`src/design/radar_bin_value_decoder_macros.svh`:
```
// Assertion helpers shared by the decoder RTL.
// Every check samples on the rising edge of i_clk and is off while reset is held.
`ifndef RADAR_BIN_VALUE_DECODER_MACROS_SVH
`define RADAR_BIN_VALUE_DECODER_MACROS_SVH

// Check the consequent in the same cycle as the antecedent.
`define RBVD_ASSERT_SAME(label, ante, cons, msg) \
    label: assert property (@(posedge i_clk) disable iff (!i_rst_n) (ante) |-> (cons)) \
        else $error(msg);

// Check the consequent in the cycle after the antecedent.
`define RBVD_ASSERT_NEXT(label, ante, cons, msg) \
    label: assert property (@(posedge i_clk) disable iff (!i_rst_n) (ante) |=> (cons)) \
        else $error(msg);

`endif

```
`src/design/rbvd_pkg.sv`:
```
`timescale 1ns / 1ps
package rbvd_pkg;

    // Data kind codes; codes 6 and 7 mean nothing and decode as unsupported.
    localparam logic [2:0] KIND_REFL  = 3'd0;
    localparam logic [2:0] KIND_VEL   = 3'd1;
    localparam logic [2:0] KIND_ECHO  = 3'd2;
    localparam logic [2:0] KIND_VIL   = 3'd3;
    localparam logic [2:0] KIND_LIQ   = 3'd4;
    localparam logic [2:0] KIND_UNSUP = 3'd5;

    // Configuration register indexes.
    localparam logic [1:0] CFG_DATA_KIND = 2'd0;
    localparam logic [1:0] CFG_NYQUIST   = 2'd1;

    localparam int CODE_W  = 16;
    localparam int NYQ_W   = 20;
    localparam int VALUE_W = 28;

    // ceil(2^27 / 127): exact floor(x / 127) for any 20-bit x after >> 27.
    localparam logic [20:0] NYQ_RECIP = 21'd1056833;
    localparam int          NYQ_SHIFT = 27;

    typedef enum logic [2:0] {
        ST_VALID  = 3'd0,
        ST_NODATA = 3'd1,
        ST_NA     = 3'd2,
        ST_VEL0   = 3'd3,
        ST_VEL1   = 3'd4,
        ST_UNSUP  = 3'd5
    } t_status;

    // Front-stage result handed to the velocity scaling stage.
    typedef struct packed {
        t_status                     status;
        logic signed [VALUE_W-1:0]   value;  // final value for non-velocity kinds
        logic                        vel;    // velocity code that needs scaling
        logic                        neg;    // code below 128
        logic [6:0]                  mag;    // |code - 128|
        logic [13:0]                 nyq_q;  // nyquist / 127
        logic [6:0]                  nyq_r;  // nyquist % 127
    } t_mid;

endpackage

```
`src/design/radar_bin_value_decoder.sv`:
```
`timescale 1ns / 1ps
// Radar bin value decoder: turns one raw bin code into a signed value in
// thousandths of the unit, or a status code for reserved codes.
// Input channel: i_valid / i_raw_code, held off by o_stall. A beat is taken
// on a rising edge with i_valid high and o_stall low.
// Output channel: o_valid / o_value_milli / o_status, held off by i_stall.
// A beat leaves on a rising edge with o_valid high and i_stall low.
// Throughput is one beat per cycle while i_stall is low. Two registers: the
// input register holds the code, and one pass of decode and velocity scaling
// loads the result register.
// The nyquist split by 127 is done once, when the register is written, so
// the per-beat path only multiplies small operands.
// A stage loads when it is empty or draining, so o_stall rises only when
// both registers are full and i_stall is high; held beats keep their payload.
// Configuration: i_cfg_we writes i_cfg_data to register i_cfg_index (0 data
// kind, 1 nyquist in mm/s); other indexes are dropped. Write only while no
// beat is in flight.
// Reset (synchronous, active low) empties the pipe and clears both registers
// to zero (reflectivity kind, nyquist 0).
`include "radar_bin_value_decoder_macros.svh"
module radar_bin_value_decoder
    import rbvd_pkg::*;
(
    input  logic                      i_clk,
    input  logic                      i_rst_n,
    input  logic                      i_valid,
    input  logic [CODE_W-1:0]         i_raw_code,
    output logic                      o_stall,
    output logic                      o_valid,
    output logic signed [VALUE_W-1:0] o_value_milli,
    output logic [2:0]                o_status,
    input  logic                      i_stall,
    input  logic                      i_cfg_we,
    input  logic [1:0]                i_cfg_index,
    input  logic [NYQ_W-1:0]          i_cfg_data
);

    // configuration registers; nyquist is kept as quotient and remainder by 127
    logic [2:0]  r_data_kind;
    logic [13:0] r_nyq_q;
    logic [6:0]  r_nyq_r;

    // split of the written nyquist value
    logic [40:0]      cfg_prod;
    logic [13:0]      cfg_q;
    logic [NYQ_W-1:0] cfg_r;

    // stage valids and payloads
    logic                      r_v1, r_v2;
    logic [CODE_W-1:0]         r_code;
    logic signed [VALUE_W-1:0] r_value;
    t_status                   r_status;

    logic                      adv1, adv2;
    t_mid                      n_mid;
    logic signed [VALUE_W-1:0] n_value;
    t_status                   n_status;

    // A stage loads when it is empty or its contents move on.
    assign adv2 = !r_v2 || !i_stall;
    assign adv1 = !r_v1 || adv2;

    assign o_stall       = !adv1;
    assign o_valid       = r_v2;
    assign o_value_milli = r_value;
    assign o_status      = r_status;

    // Split nyquist into quotient and remainder by 127.
    assign cfg_prod = 41'(i_cfg_data) * 41'(NYQ_RECIP);
    assign cfg_q    = cfg_prod[40:NYQ_SHIFT];
    assign cfg_r    = i_cfg_data - 20'({cfg_q, 7'd0}) + 20'(cfg_q);

    always_ff @(posedge i_clk) begin
        if (!i_rst_n) begin
            r_data_kind <= KIND_REFL;
            r_nyq_q     <= '0;
            r_nyq_r     <= '0;
        end else if (i_cfg_we) begin
            case (i_cfg_index)
                CFG_DATA_KIND: r_data_kind <= i_cfg_data[2:0];
                CFG_NYQUIST: begin
                    r_nyq_q <= cfg_q;
                    r_nyq_r <= cfg_r[6:0];
                end
                default:       ;
            endcase
        end
    end

    rbvd_decode u_decode (
        .i_code    (r_code),
        .i_kind    (r_data_kind),
        .i_nyq_q   (r_nyq_q),
        .i_nyq_r   (r_nyq_r),
        .o_mid     (n_mid)
    );

    rbvd_scale u_scale (
        .i_mid    (n_mid),
        .o_value  (n_value),
        .o_status (n_status)
    );

    // valid bits
    always_ff @(posedge i_clk) begin
        if (!i_rst_n) begin
            r_v1 <= 1'b0;
            r_v2 <= 1'b0;
        end else begin
            if (adv1) r_v1 <= i_valid;
            if (adv2) r_v2 <= r_v1;
        end
    end

    // payload: hold while the stage is blocked
    always_ff @(posedge i_clk) begin
        if (adv1) r_code <= i_raw_code;
        if (adv2) begin
            r_value  <= n_value;
            r_status <= n_status;
        end
    end

    `RBVD_ASSERT_SAME(a_zero_on_status,
        o_valid && (o_status != ST_VALID), o_value_milli == '0,
        "value must be zero when status is set")
    `RBVD_ASSERT_SAME(a_stall_only_full,
        o_stall, r_v1 && r_v2,
        "input stalled while pipe has room")
    `RBVD_ASSERT_NEXT(a_accept_loads,
        i_valid && !o_stall, r_v1,
        "accepted beat lost at input stage")

endmodule

```
`src/design/rbvd_decode.sv`:
```
`timescale 1ns / 1ps
module rbvd_decode
    import rbvd_pkg::*;
(
    input  logic [CODE_W-1:0] i_code,
    input  logic [2:0]        i_kind,
    input  logic [13:0]       i_nyq_q,
    input  logic [6:0]        i_nyq_r,
    output t_mid              o_mid
);

    logic [7:0]                b;
    logic signed [VALUE_W-1:0] b_s;
    logic [3:0]                liq_exp;
    logic [11:0]               liq_mant;
    logic [3:0]                liq_sh;
    logic [VALUE_W-1:0]        liq_norm;

    assign b        = i_code[7:0];
    assign b_s      = signed'({20'd0, b});
    assign liq_exp  = i_code[15:12];
    assign liq_mant = i_code[11:0];
    assign liq_sh   = liq_exp - 4'd1;
    assign liq_norm = {15'd0, 1'b1, liq_mant} << liq_sh;

    always_comb begin
        o_mid        = '0;
        o_mid.status = ST_VALID;
        o_mid.nyq_q  = i_nyq_q;
        o_mid.nyq_r  = i_nyq_r;
        o_mid.neg    = ~b[7];
        o_mid.mag    = b[7] ? 7'(b - 8'd128) : 7'(8'd128 - b);
        unique case (i_kind)
            KIND_REFL: begin
                if (b == 8'hFF) o_mid.status = ST_NODATA;
                else            o_mid.value  = (b_s - 28'sd64) * 28'sd500;
            end
            KIND_VEL: begin
                if (b == 8'd0)       o_mid.status = ST_VEL0;
                else if (b == 8'd1)  o_mid.status = ST_VEL1;
                else if (b == 8'hFF) o_mid.status = ST_NODATA;
                else                 o_mid.vel    = 1'b1;
            end
            KIND_ECHO: begin
                if (b == 8'hFF)     o_mid.status = ST_NODATA;
                else if (b == 8'd0) o_mid.status = ST_NA;
                else                o_mid.value  = (b_s - 28'sd1) * 28'sd100;
            end
            KIND_VIL: begin
                if (i_code == 16'hFFFF)  o_mid.status = ST_NODATA;
                else if (i_code == '0)   o_mid.status = ST_NA;
                else o_mid.value = signed'({12'd0, i_code}) - 28'sd1;
            end
            KIND_LIQ: begin
                if (i_code == 16'hFFFF)   o_mid.status = ST_NODATA;
                else if (liq_exp == 4'd0) o_mid.value  = signed'({16'd0, liq_mant});
                else                      o_mid.value  = signed'(liq_norm);
            end
            default: begin
                o_mid.status = ST_UNSUP;
            end
        endcase
    end

endmodule

```
`src/design/rbvd_scale.sv`:
```
`timescale 1ns / 1ps
module rbvd_scale
    import rbvd_pkg::*;
(
    input  t_mid                      i_mid,
    output logic signed [VALUE_W-1:0] o_value,
    output t_status                   o_status
);

    // nyq*d/127 = d*q + floor(d*r/127), with nyq = 127*q + r.
    logic [13:0]               rem_prod;
    logic [14:0]               rem_inc;
    logic [21:0]               rem_scaled;
    logic [6:0]                rem_quot;
    logic [20:0]               main_prod;
    logic [20:0]               vel_mag;
    logic signed [VALUE_W-1:0] vel_pos;

    assign rem_prod   = 14'(i_mid.mag) * 14'(i_mid.nyq_r);
    assign rem_inc    = 15'(rem_prod) + 15'd1;
    // floor((y+1)*129 / 2^14) == floor(y/127) for y below 16383
    assign rem_scaled = 22'({rem_inc, 7'd0}) + 22'(rem_inc);
    assign rem_quot   = rem_scaled[20:14];
    assign main_prod  = 21'(i_mid.mag) * 21'(i_mid.nyq_q);
    assign vel_mag    = main_prod + 21'(rem_quot);
    assign vel_pos    = signed'(28'(vel_mag));

    always_comb begin
        o_status = i_mid.status;
        if (i_mid.vel) begin
            o_value = i_mid.neg ? -vel_pos : vel_pos;
        end else begin
            o_value = i_mid.value;
        end
    end

endmodule
```
`config.mk`:
```
export PLATFORM = sky130hd
export DESIGN_NAME = radar_bin_value_decoder
export DESIGN_NICKNAME = d
export VERILOG_FILES = /design/src/design/rbvd_pkg.sv /design/src/design/radar_bin_value_decoder.sv /design/src/design/rbvd_decode.sv /design/src/design/rbvd_scale.sv
export VERILOG_INCLUDE_DIRS = /design/src /design/src/design
export SDC_FILE = /design/constraint.sdc
export NUM_CORES = 1
export LEC_CHECK = 0
export ABC_CLOCK_PERIOD_IN_PS = 11100
export BUFFER_PORTS_ARGS = -buffer_cell sky130_fd_sc_hd__buf_2
export CORE_UTILIZATION = 28
export DETAILED_ROUTE_END_ITERATION = 8
export GPL_TIMING_DRIVEN = 1
export PLACE_DENSITY = 0.41
export SYNTH_ARGS = -nofsm -noshare
export SYNTH_HDL_FRONTEND = slang
export SYNTH_SLANG_ARGS = --single-unit
```
`constraint.sdc`:
```
create_clock -name i_clk -period 11.1 [get_ports i_clk]
set_input_delay 1.665 -clock i_clk [delete_from_list [all_inputs] [get_ports i_clk]]
set_output_delay 1.665 -clock i_clk [all_outputs]
set_load 0.01 [all_outputs]
```
==> impl_metrics.env <==
export IMPL_place_congestion=0.903
export IMPL_clock_skew_ns=0.0192
export IMPL_ctsRootBufferMaster="clkbuf_16"
export IMPL_vias=12812
export IMPL_die_h_um=237
export IMPL_num_fill_cells=5727
export IMPL_start_util=0.286
export IMPL_wl_um=48500
export IMPL_cp_required_ns=11.22
export IMPL_finalNetCount=2333
export IMPL_synth_distinct_cells=83
export IMPL_drc=0
export IMPL_cts_buffer_depth=2
export IMPL_layout_commonest_cell="ha_1"
export IMPL_hold_violations=0
export IMPL_setup_tns_ns=0
export IMPL_path_buf_inv=5
export IMPL_grt_pass1_vias=12873
export IMPL_cpPeakStageDelay_ns=0.57
export IMPL_io_pins=76
export IMPL_setup_viol=0
export IMPL_synth_area_mm2=0.0155
export IMPL_cp_data_arrival_time_ns=10.70
export IMPL_critPathMaxFanout=5
export IMPL_avgRoutedWirePerCell_um=18.9
export IMPL_antenna_found_initial=0
export IMPL_outcome="finished clean"
export IMPL_tritoncts="done"
export IMPL_dr_first_iter_drc_count=707
export IMPL_p_leak_nw=8.87
export IMPL_synth_warnings=0
export IMPL_final_cell_mix="ha_1 (277), inv_1 (220), nand2_1 (163)"
export IMPL_clk_latency_ns=0.38
export IMPL_overflow=0
export IMPL_slew_limit_headroom=0.271
export IMPL_cts_buffers=9
export IMPL_synth_seq_cells=73
export IMPL_p_per_area_mw_per_mm2=131
export IMPL_ys_async_sr_fraction=0
export IMPL_drive_above_1_share=0.135
export IMPL_cp_slowest_cell="fa_1"
export IMPL_tightest_slew_ns=1.07
export IMPL_fmax_mhz=94.6
export IMPL_period_needed_ns=10.57
export IMPL_core_area_mm2=0.0542
export IMPL_synth_ff_type="edfxtp_1"
export IMPL_cpMostUsedCell="fa_1"
export IMPL_ir_worst_vdd_uv=95.7
export IMPL_track_usage=0.175
export IMPL_slew_violations=0
export IMPL_instances_no_fill=2569
export IMPL_min_path_type="reg -> reg"
export IMPL_grt_max_degree=35
export IMPL_cts_sinks=73
export IMPL_netlist_instances=1761
export IMPL_fp_row_count=85
export IMPL_avgSynthCellArea_um2=8.80
export IMPL_synth_fp_nets=2227
export IMPL_ys_seq_area_frac=0.125
export IMPL_cap_violations=0
export IMPL_drtAntennaViolNets=0
export IMPL_die_w_um=237
export IMPL_cts_hold_buffers=0
export IMPL_place_detailed_hpwl_um=40000
export IMPL_cp_top_family="adder cells"
export IMPL_crit_type="reg -> reg"
export IMPL_dp_cells=2533
export IMPL_die_area_mm2=0.0563
export IMPL_rrSetupSlack_ns=0.53
export IMPL_portBuffers=75
export IMPL_area_growth_syn_to_layout_pct=14.7
export IMPL_clkTransAtPathRegs_ns=0.08
export IMPL_fin_crit_sh=0.952
export IMPL_drtPass1Iterations=5
export IMPL_cp_start_kind="register"
export IMPL_grt_pass1_wl_um=75700
export IMPL_synth_edf_count=47
export IMPL_multi_input_area_mm2=0.0128
export IMPL_regArea_mm2=0.00193
export IMPL_cts_htree_levels=3
export IMPL_routed_via_density=4.99
export IMPL_end_kind="register"
==> per-stage QoR <==
step	hold WS (ns)	total power (W)	util	cell area [µm²]	worst slack [ns]
finish	0.486	0.00232	0.328	17800	0.527
global route	0.516	0.00255	0.328	17800	-0.00685
CTS	0.487	0.00230	0.319	17300	0.00204
detailed placement	0.479	0.00194	0.313	17000	-0.114
global placement	0.466	0.00194	0.313	17000	-0.0739
floorplan	0.458	0.00144	-	15500	0.00548
==> sequential cells by signal, indices dropped and copies added (netlist names) <==
name	count
o_valid	1
r_nyq_r	7
r_data_kind	3
r_nyq_q	14
r_code	16
o_value_milli	28
r_v1	1
o_status	3
==> where the power goes <==
part / internal (W) / leakage (nW) / switching (W)
sequential: 0.000355 / 0.726 / 0.0000316
clock: 0.000199 / 0.157 / 0.000144
combinational: 0.000652 / 7.98 / 0.000939
==> logic make-up (layout without fill, tap and decap cells) <==
| group | after synthesis | after routing | synth area share |
|---|---|---|---|
| flip-flops | 73 | 73 | 0.125 |
| buffers and inverters | 282 | 393 | 0.0684 |
| AND/OR/NAND/NOR | 507 | 507 | 0.166 |
| adder cells (fa/ha/maj) | 423 | 423 | 0.408 |
| other | 0 | 1 | 0 |
| XOR/XNOR | 99 | 99 | 0.0574 |
| multiplexers | 24 | 24 | 0.0223 |
| AO/OA/AOI/OAI | 353 | 353 | 0.153 |
==> path summary, 6_finish.rpt <==
path,startpoint,endpoint,cells past startpoint
hold reg to reg,r_v1,o_valid,2
setup / recovery,r_code[2],o_value_milli[18],41
setup reg to reg,r_code[2],o_value_milli[18],41
hold / removal,r_v1,o_valid,2
==> cell type report <==
type / count / area share
antenna: 1 / 0.000141
multi-input combinational: 1406 / 0.722
clock buffer: 9 / 0.0127
clock inverter: 7 / 0.00577
timing repair buffer: 152 / 0.0539
tap: 696 / 0.0490
sequential: 73 / 0.109
inverter: 225 / 0.0475
==> tightest hold or removal path, cell delays in order (launching register included) <==
cell and delay, ns:
dfxtp_1 0.33, a21oi_1 0.04, nor2b_1 0.09
==> synthesized netlist by cell type (all sizes together) (18+ instances only) <==
cell / number / area [µm²]
nand2: 164 / 616
nand3: 32 / 173
clkbuf: 52 / 195
fa: 138 / 2760
xnor2: 60 / 526
edfxtp: 47 / 1410
ha: 285 / 3570
and2: 105 / 658
a21oi: 76 / 380
nor3: 35 / 175
a21o: 28 / 210
inv: 225 / 845
xor2: 38 / 340
nor2: 76 / 285
o21ai: 79 / 399
dfxtp: 26 / 521
a211oi: 18 / 140
==> routing by layer <==
| metal | vias to the layer above | track usage | part of all wire |
|---|---|---|---|
| li1 | 6306 | - | - |
| met1 | 6226 | 0.245 | 0.48 |
| met2 | 244 | 0.282 | 0.46 |
| met3 | 36 | 0.0210 | 0.035 |
| met4 | 0 | 0.0459 | 0.021 |
| met5 | - | 0 | 0 |
==> repair_timing <==
action | in CTS | in global routing
resized for setup | 2 | 69
setup buffers | 0 | 18
gates cloned | 0 | 1
setup endpoints to repair | 10 | 18
pin swaps | 0 | 43
Power figures use the tool's default switching activity.
